[src/apc_pkg.sv]
// Shared types and constants for the animation playback clock.
package apc_pkg;

    localparam int FRAC_BITS    = 12;
    localparam int POS_W        = FRAC_BITS + 1;
    localparam int FRAMES_W     = 12;
    localparam int SPEED_W      = 16;
    localparam int DT_W         = 20;
    localparam int ELAPSED_W    = 32;
    localparam int LEN_US_W     = 28;
    localparam int LEN_MS_W     = 18;
    localparam int EMS_W        = 23;
    localparam int MUL_A_W      = 30;
    localparam int MUL_B_W      = 29;
    localparam int PROD_W       = MUL_A_W + MUL_B_W;
    localparam int RECIP_SHIFT  = 36;
    localparam int DIV_CNT_W    = $clog2(POS_W + 1);

    localparam logic [POS_W-1:0]   FIX_ONE      = POS_W'(1 << FRAC_BITS);
    localparam logic [MUL_B_W-1:0] US_PER_FRAME = MUL_B_W'(33333);
    localparam logic [MUL_A_W-1:0] RECIP_125    = MUL_A_W'(549755814);

    typedef enum logic [1:0] {
        CFG_SPEED,
        CFG_LOOPED,
        CFG_FRAMES,
        CFG_START
    } cfg_index_t;

    typedef enum logic [3:0] {
        S_IDLE,
        S_SCALE,
        S_LEN,
        S_CHECK,
        S_LENMS,
        S_DIVLD,
        S_DIV,
        S_FRAME_A,
        S_FRAME_B,
        S_OUT
    } state_t;

    typedef struct packed {
        logic                start;
        logic [EMS_W-1:0]    num;
        logic [LEN_MS_W-1:0] den;
    } div_req_t;

endpackage

[src/apc_mul.sv]
// Shared multiplier with registered product.
module apc_mul
    import apc_pkg::*;
(
    input  logic               clk,
    input  logic [MUL_A_W-1:0] a,
    input  logic [MUL_B_W-1:0] b,
    output logic [PROD_W-1:0]  prod
);

    logic [PROD_W-1:0] prod_reg;

    always_ff @(posedge clk)
    begin
        prod_reg <= PROD_W'(a) * PROD_W'(b);
    end

    assign prod = prod_reg;

endmodule

[src/apc_div.sv]
// Restoring divider for the normalized position, one quotient bit per cycle.
module apc_div
    import apc_pkg::*;
(
    input  logic             clk,
    input  logic             rst_n,
    input  div_req_t         req,
    output logic             done,
    output logic [POS_W-1:0] quot
);

    logic [LEN_MS_W-1:0]  rem_reg, rem_next;
    logic [LEN_MS_W-1:0]  den_reg, den_next;
    logic [POS_W-1:0]     bits_reg, bits_next;
    logic [POS_W-1:0]     quot_reg, quot_next;
    logic [DIV_CNT_W-1:0] count_reg, count_next;
    logic                 run_reg, run_next;
    logic                 done_reg, done_next;
    logic [LEN_MS_W:0]    trial;
    logic                 fits;
    logic                 saturate;

    assign trial    = {rem_reg, bits_reg[POS_W-1]};
    assign fits     = trial >= {1'b0, den_reg};
    assign saturate = (req.den == '0) || (req.num >= EMS_W'({req.den, 1'b0}));

    always_comb
    begin
        rem_next   = rem_reg;
        den_next   = den_reg;
        bits_next  = bits_reg;
        quot_next  = quot_reg;
        count_next = count_reg;
        run_next   = run_reg;
        done_next  = 1'b0;
        if (req.start)
        begin
            den_next = req.den;
            if (saturate)
            begin
                quot_next = FIX_ONE;
                run_next  = 1'b0;
                done_next = 1'b1;
            end
            else
            begin
                rem_next   = LEN_MS_W'(req.num >> 1);
                bits_next  = {req.num[0], {FRAC_BITS{1'b0}}};
                quot_next  = '0;
                count_next = DIV_CNT_W'(POS_W);
                run_next   = 1'b1;
            end
        end
        else if (run_reg)
        begin
            if (fits)
            begin
                rem_next = LEN_MS_W'(trial - {1'b0, den_reg});
            end
            else
            begin
                rem_next = LEN_MS_W'(trial);
            end
            quot_next  = {quot_reg[POS_W-2:0], fits};
            bits_next  = {bits_reg[POS_W-2:0], 1'b0};
            count_next = count_reg - 1'b1;
            if (count_reg == DIV_CNT_W'(1))
            begin
                run_next  = 1'b0;
                done_next = 1'b1;
            end
        end
    end

    always_ff @(posedge clk or negedge rst_n)
    begin
        if (!rst_n)
        begin
            count_reg <= '0;
            run_reg   <= 1'b0;
            done_reg  <= 1'b0;
        end
        else
        begin
            count_reg <= count_next;
            run_reg   <= run_next;
            done_reg  <= done_next;
        end
    end

    always_ff @(posedge clk)
    begin
        rem_reg  <= rem_next;
        den_reg  <= den_next;
        bits_reg <= bits_next;
        quot_reg <= quot_next;
    end

    assign done = done_reg;
    assign quot = (quot_reg > FIX_ONE) ? FIX_ONE : quot_reg;

    a_done_not_running: assert property (@(posedge clk) disable iff (!rst_n)
        done_reg |-> !run_reg)
        else $error("divider reports done while still running");

endmodule

[src/animation_playback_clock.sv]
// Top level: playback position clock with sequencer, shared multiplier and divider.
// A tick on a running clip runs scale, length, check, length in ms, divider load, divide and
// the two frame steps; a one-shot clip that ends goes from the check to the frame steps, and
// a start or a tick on an idle or ended clip goes straight to them. A stalled result holds
// the sequencer until it is taken. Requests are taken only in idle, so a new one waits for
// the last result. The position divider takes 13 steps; the shared multiplier serves up to
// six uses per request. Reset clears the clip state and output valid, and sets the defaults.
module animation_playback_clock
    import apc_pkg::*;
(
    input  logic        clk,
    input  logic        rst_n,
    input  logic        cfg_we,
    input  logic [1:0]  cfg_index,
    input  logic [15:0] cfg_data,
    input  logic        s_axis_tvalid,
    output logic        s_axis_tready,
    input  logic [23:0] s_axis_tdata,   // frame_dt_us[19:0], zero pad
    input  logic        s_axis_tuser,   // op
    output logic        m_axis_tvalid,
    input  logic        m_axis_tready,
    output logic [31:0] m_axis_tdata    // position, frame_index, frame_changed, ended, active
);

    state_t state_reg, state_next;

    logic [SPEED_W-1:0]   speed_reg;
    logic                 looped_reg;
    logic [FRAMES_W-1:0]  frames_reg;
    logic [POS_W-1:0]     start_reg;

    logic [ELAPSED_W-1:0] elapsed_reg, elapsed_next;
    logic [POS_W-1:0]     pos_now_reg, pos_now_next;
    logic [POS_W-1:0]     pos_before_reg, pos_before_next;
    logic                 ended_reg, ended_next;
    logic                 active_reg, active_next;
    logic [DT_W-1:0]      dt_reg, dt_next;
    logic [LEN_MS_W-1:0]  len_ms_reg, len_ms_next;
    logic [POS_W-1:0]     frame_now_reg, frame_now_next;
    logic                 m_valid_reg, m_valid_next;
    logic [31:0]          m_data_reg, m_data_next;

    logic [MUL_A_W-1:0]   mul_a;
    logic [MUL_B_W-1:0]   mul_b;
    logic [PROD_W-1:0]    prod;
    div_req_t             div_req;
    logic                 div_done;
    logic [POS_W-1:0]     div_quot;

    logic                 in_accept;
    logic                 negative;
    logic                 speed_pos;
    logic [SPEED_W-1:0]   speed_mag;
    logic [ELAPSED_W:0]   elapsed_sum;
    logic [LEN_US_W-1:0]  len_us;
    logic                 exceeded;
    logic                 can_load;
    logic [POS_W-1:0]     start_pos;
    logic [POS_W-1:0]     frame_before;

    assign in_accept    = s_axis_tvalid && s_axis_tready;
    assign negative     = speed_reg[SPEED_W-1];
    assign speed_pos    = !negative && (speed_reg != '0);
    assign speed_mag    = negative ? SPEED_W'(-speed_reg) : speed_reg;
    assign elapsed_sum  = {1'b0, elapsed_reg} + (ELAPSED_W + 1)'(prod[PROD_W-1:FRAC_BITS]);
    assign len_us       = prod[LEN_US_W-1:0];
    assign exceeded     = elapsed_reg > ELAPSED_W'(len_us);
    assign can_load     = !m_valid_reg || m_axis_tready;
    assign frame_before = prod[FRAC_BITS +: POS_W];

    always_comb
    begin
        if (start_reg != '0)
        begin
            start_pos = (start_reg > FIX_ONE) ? FIX_ONE : start_reg;
        end
        else
        begin
            start_pos = speed_pos ? '0 : FIX_ONE;
        end
    end

    apc_mul u_mul (
        .clk  (clk),
        .a    (mul_a),
        .b    (mul_b),
        .prod (prod)
    );

    apc_div u_div (
        .clk   (clk),
        .rst_n (rst_n),
        .req   (div_req),
        .done  (div_done),
        .quot  (div_quot)
    );

    always_ff @(posedge clk or negedge rst_n)
    begin
        if (!rst_n)
        begin
            speed_reg  <= SPEED_W'(FIX_ONE);
            looped_reg <= 1'b0;
            frames_reg <= FRAMES_W'(30);
            start_reg  <= '0;
        end
        else if (cfg_we)
        begin
            case (cfg_index_t'(cfg_index))
                CFG_SPEED:  speed_reg  <= cfg_data;
                CFG_LOOPED: looped_reg <= cfg_data[0];
                CFG_FRAMES: frames_reg <= cfg_data[FRAMES_W-1:0];
                CFG_START:  start_reg  <= cfg_data[POS_W-1:0];
                default:    speed_reg  <= speed_reg;
            endcase
        end
    end

    always_comb
    begin
        state_next = state_reg;
        case (state_reg)
            S_IDLE:
            begin
                if (in_accept)
                begin
                    if (!s_axis_tuser && active_reg && !ended_reg)
                    begin
                        state_next = S_SCALE;
                    end
                    else
                    begin
                        state_next = S_FRAME_A;
                    end
                end
            end
            S_SCALE:   state_next = S_LEN;
            S_LEN:     state_next = S_CHECK;
            S_CHECK:   state_next = (!looped_reg && exceeded) ? S_FRAME_A : S_LENMS;
            S_LENMS:   state_next = S_DIVLD;
            S_DIVLD:   state_next = S_DIV;
            S_DIV:     state_next = div_done ? S_FRAME_A : S_DIV;
            S_FRAME_A: state_next = S_FRAME_B;
            S_FRAME_B: state_next = S_OUT;
            S_OUT:     state_next = can_load ? S_IDLE : S_OUT;
            default:   state_next = S_IDLE;
        endcase
    end

    always_comb
    begin
        elapsed_next    = elapsed_reg;
        pos_now_next    = pos_now_reg;
        pos_before_next = pos_before_reg;
        ended_next      = ended_reg;
        active_next     = active_reg;
        dt_next         = dt_reg;
        len_ms_next     = len_ms_reg;
        frame_now_next  = frame_now_reg;
        m_valid_next    = m_valid_reg && !m_axis_tready;
        m_data_next     = m_data_reg;
        mul_a           = MUL_A_W'(pos_before_reg);
        mul_b           = MUL_B_W'(frames_reg);
        div_req.start   = 1'b0;
        div_req.num     = prod[RECIP_SHIFT +: EMS_W];
        div_req.den     = len_ms_reg;
        case (state_reg)
            S_IDLE:
            begin
                if (in_accept)
                begin
                    dt_next = s_axis_tdata[DT_W-1:0];
                    if (s_axis_tuser)
                    begin
                        pos_now_next    = start_pos;
                        pos_before_next = start_pos;
                        elapsed_next    = '0;
                        ended_next      = 1'b0;
                        active_next     = 1'b1;
                    end
                end
            end
            S_SCALE:
            begin
                mul_a = MUL_A_W'(dt_reg);
                mul_b = MUL_B_W'(speed_mag);
            end
            S_LEN:
            begin
                elapsed_next = elapsed_sum[ELAPSED_W] ? '1 : elapsed_sum[ELAPSED_W-1:0];
                mul_a        = MUL_A_W'(frames_reg);
                mul_b        = US_PER_FRAME;
            end
            S_CHECK:
            begin
                pos_before_next = pos_now_reg;
                mul_a           = RECIP_125;
                mul_b           = MUL_B_W'(len_us >> 3);
                if (exceeded)
                begin
                    if (!looped_reg)
                    begin
                        pos_now_next = negative ? '0 : FIX_ONE;
                        ended_next   = 1'b1;
                    end
                    else
                    begin
                        elapsed_next = elapsed_reg - ELAPSED_W'(len_us);
                    end
                end
            end
            S_LENMS:
            begin
                len_ms_next = prod[RECIP_SHIFT +: LEN_MS_W];
                mul_a       = RECIP_125;
                mul_b       = elapsed_reg[ELAPSED_W-1:3];
            end
            S_DIVLD:
            begin
                div_req.start = 1'b1;
            end
            S_DIV:
            begin
                if (div_done)
                begin
                    pos_now_next = negative ? FIX_ONE - div_quot : div_quot;
                end
            end
            S_FRAME_A:
            begin
                mul_a = MUL_A_W'(pos_now_reg);
                mul_b = MUL_B_W'(frames_reg);
            end
            S_FRAME_B:
            begin
                frame_now_next = prod[FRAC_BITS +: POS_W];
            end
            S_OUT:
            begin
                if (can_load)
                begin
                    m_valid_next = 1'b1;
                    if (active_reg)
                    begin
                        m_data_next = {4'b0, active_reg, ended_reg,
                                       frame_before != frame_now_reg,
                                       frame_now_reg[FRAMES_W-1:0], pos_now_reg};
                    end
                    else
                    begin
                        m_data_next = '0;
                    end
                end
            end
            default:
            begin
                m_valid_next = 1'b0;
            end
        endcase
    end

    always_ff @(posedge clk or negedge rst_n)
    begin
        if (!rst_n)
        begin
            state_reg      <= S_IDLE;
            elapsed_reg    <= '0;
            pos_now_reg    <= '0;
            pos_before_reg <= '0;
            ended_reg      <= 1'b0;
            active_reg     <= 1'b0;
            m_valid_reg    <= 1'b0;
        end
        else
        begin
            state_reg      <= state_next;
            elapsed_reg    <= elapsed_next;
            pos_now_reg    <= pos_now_next;
            pos_before_reg <= pos_before_next;
            ended_reg      <= ended_next;
            active_reg     <= active_next;
            m_valid_reg    <= m_valid_next;
        end
    end

    always_ff @(posedge clk)
    begin
        dt_reg        <= dt_next;
        len_ms_reg    <= len_ms_next;
        frame_now_reg <= frame_now_next;
        m_data_reg    <= m_data_next;
    end

    assign s_axis_tready = (state_reg == S_IDLE);
    assign m_axis_tvalid = m_valid_reg;
    assign m_axis_tdata  = m_data_reg;

    a_ended_needs_active: assert property (@(posedge clk) disable iff (!rst_n)
        ended_reg |-> active_reg)
        else $error("clip ended without being started");

    a_position_in_range: assert property (@(posedge clk) disable iff (!rst_n)
        pos_now_reg <= FIX_ONE && pos_before_reg <= FIX_ONE)
        else $error("position beyond one");

    a_accept_leaves_idle: assert property (@(posedge clk) disable iff (!rst_n)
        in_accept |=> state_reg != S_IDLE)
        else $error("request accepted but sequencer stayed idle");

endmodule

[config.mk]
export PLATFORM = sky130hd
export DESIGN_NAME = animation_playback_clock
export DESIGN_NICKNAME = d
export VERILOG_FILES = /design/src/apc_pkg.sv /design/src/apc_mul.sv /design/src/apc_div.sv /design/src/animation_playback_clock.sv
export SDC_FILE = /design/constraint.sdc
export NUM_CORES = 2
export LEC_CHECK = 0
export BUFFER_PORTS_ARGS = -buffer_cell sky130_fd_sc_hd__buf_2
export CAP_MARGIN = 20
export CELL_PAD_IN_SITES_DETAIL_PLACEMENT = 0
export CELL_PAD_IN_SITES_GLOBAL_PLACEMENT = 1
export CORE_MARGIN = 1.5
export CORE_UTILIZATION = 47
export DETAILED_ROUTE_END_ITERATION = 10
export PLACE_DENSITY = 0.78
export SKIP_CTS_REPAIR_TIMING = 1
export SLEW_MARGIN = 5
export SYNTH_ARGS = -nofsm -noshare
export SYNTH_HDL_FRONTEND = slang
export SYNTH_SLANG_ARGS = --single-unit
[constraint.sdc]
create_clock -name clk -period 9.55 [get_ports clk]
set_input_delay 0.4775 -clock clk [delete_from_list [all_inputs] [get_ports clk]]
set_output_delay 0.4775 -clock clk [all_outputs]
set_load 0.005 [all_outputs]
==> summary.md <==
| Metric | Value |
|---|---|
| Outcome | finished clean |
| Post-Route WL | 111 mm |
| Max_slew headroom | 0.242 |
| Worst setup EP type | flip-flop |
| R2R cell count | 32 |
| Ys Warns | 0 |
| Seq. cell area | 7890 µm² |
| Antenna-violating nets left | 0 |
| Most frequent CP cell | fa_1 |
| Crit path arrival time | 9.63 ns |
| Drc violations | 0 |
| Iter 0 DRT Violations | 1859 |
| Port buffer count | 73 |
| Synth cell types | 86 |
| GRT Overall Usage | 0.270 |
| Most frequent cells in the layout | inv_1 (771), fa_1 (556), ha_1 (397) |
| Largest net degree at the start of global routing | 73 |
| Max Cap Viol | 0 |
| CP startpoint kind | flip-flop |
| Final Hold Vio Count | 0 |
| FP Rows | 105 |
| Post-synth top flop | edfxtp_1 |
| Worst Tran Pin Value | 1.13 ns |
| TritonCTS clock tree | yes |
| Fmax | 109 MHz |
| Post-synth EDFFs | 129 |
| Congestion Overflow GR | 0 |
| DR WL met2 | 51.2 mm |
| Syn_area_per_cell | 9.42 µm² |
| Critical Path RT | 10.02 ns |
| CTS buffer count | 35 |
| Layout fillers | 7593 |
| Max incr delay on CP | 0.72 ns |
| Crit. Startpoint | state_reg[0] |
| Post-Synthesis Cell Area | 38700 µm² |
| Syn Inst Count | 4112 |
| Initial antenna violation count | 4 |
| Uppermost layer routed | met4 |
| Fin nets | 5331 |
| Std-Cell Core Area | 81800 µm² |
| Layout cells sized above 1 | 0.0861 |
| HPWL Detailed | 91.3 mm |
| Max FO, Critical Path | 11 |
| Reg-to-reg critical path startpoint | state_reg[0] |
| Worst Setup EP | u_mul.prod[56] |
| Die height | 290 µm |
| FF-to-FF End | u_mul.prod[56] |
| Routability-driven placement congestion ratio | 0.940 |
| Vias in the first global route | 30600 |
| Vias | 29400 |
| CTS clk-pin slew, worst paths | 0.07 ns |
| Area added between synthesis and finish | 10.4% |
| Multi-input logic area | 28000 µm² |
| CTS H-tree lvls | 2 |
| Endpoints failing setup | 0 |
| Clock skew | 0.0246 ns |
| Die area | 84200 µm² |
| Synth async-reset ratio | 0.375 |
| Die Wd | 290 µm |
| Placed Cells | 5357 |
| Most common cell after layout, fill and taps aside | inv_1 |
| Period utilisation layout | 0.959 |
| Finished Layout Cells | 5429 |
| Wl on met1 | 49.7 mm |
| Crit-path slowest cell | o21ai_0 |
| DR vias/cell | 5.42 |
| Setup CP Type | flip-flop to flip-flop |
| Flip-flop count of the largest register after layout | 59 |
| Clock period minus worst slack | 9.16 ns |
| CTS sink cnt | 301 |
| Root buffer cell | clkbuf_16 |
| Initial Util | 0.473 |
| Final slew viol count | 0 |
| Reg2Reg Setup Slack | 0.39 ns |
| Num ports | 82 |
| Routed wl met3 | 6.55 mm |
| Clock latency on the worst-skew pair | 0.56 ns |
| First-pass GRT wire length | 176 mm |
| Worst hold path type | primary input to asynchronous set/reset pin |
| DR pass1 iterations | 6 |
| Post-synthesis sequential area ratio | 0.204 |
| CTS max path bufs | 3 |
| Seq cells post-synth | 301 |
| Wire length per cell | 20.4 µm |
==> logic make-up (layout without fill, tap and decap cells) <==
logic type,after synthesis,after routing,synth area share
XOR/XNOR,151,151,0.0346
other,2,136,0.000194
AO/OA/AOI/OAI,761,761,0.127
flip-flops,301,301,0.204
multiplexers,61,61,0.0171
adder cells (fa/ha/maj),953,953,0.415
buffers and inverters,930,1043,0.0914
AND/OR/NAND/NOR,953,953,0.111
==> layer usage <==
metal  global-route usage  vias up
met4               0.0763        0
met5                    0        -
li1                     -    13700
met1                0.378    14700
met2                0.441      843
met3               0.0328      172
==> Yosys cell counts, types with 71 or more instances <==
master	number	area (µm²)
xnor2_1	91	797
o21ai_0	197	986
a21o_1	78	586
edfxtp_1	129	3870
fa_1	556	11100
dfrtp_1	108	2700
nor2_1	302	1130
a22oi_1	71	533
a21oi_1	185	926
nand2_1	354	1330
clkbuf_1	131	492
ha_1	397	4970
inv_1	771	2890
==> per-stage QoR <==
stage,setup TNS [ns],cell area [µm²],hold slack [ns],utilization,setup WS (ns)
global placement,0,41400,0.436,0.506,0.238
CTS,0,42600,0.0656,0.520,0.104
detailed placement,0,41400,0.449,0.506,0.190
floorplan,0,39200,0.182,-,0.591
finish,0,42800,0.0558,0.523,0.388
global route,-0.0892,42800,0.0725,0.523,-0.0359
==> how the worst min path moves through the flow <==
stage,startpoint,endpoint,slack (ns),depth (start not counted)
final,rst_n,speed_reg[13],0.06,1
after global routing,s_axis_tdata[5],dt_reg[5],0.07,1
after floorplan,rst_n,active_reg,0.18,0
after CTS,s_axis_tdata[5],dt_reg[5],0.07,1
after detailed placement,len_ms_reg[16],u_div.den_reg[16],0.45,0
after global placement,len_ms_reg[16],u_div.den_reg[16],0.44,0
==> critical path, delay by kind of cell, from the launching register on <==
family	cells	cell delay, ns
buffers and inverters	8	0.94
flip-flops	1	0.48
adder cells (fa/ha/maj)	9	4.28
AO/OA/AOI/OAI	9	2.53
AND/OR/NAND/NOR	5	0.72
XOR/XNOR	1	0.12
==> layout make-up <==
type                    count  area share
diodes                      2    0.000117
clock buffers              47      0.0232
clock inverters            17     0.00380
inverters                 771      0.0677
multi-input cells        3013       0.655
flip-flops and latches    301       0.184
well taps                1070      0.0313
repair buffers            208      0.0345
Power is left out: the tool's default activity adds up to more than one toggle a clock period on the data nets, which glitch-free logic cannot reach.
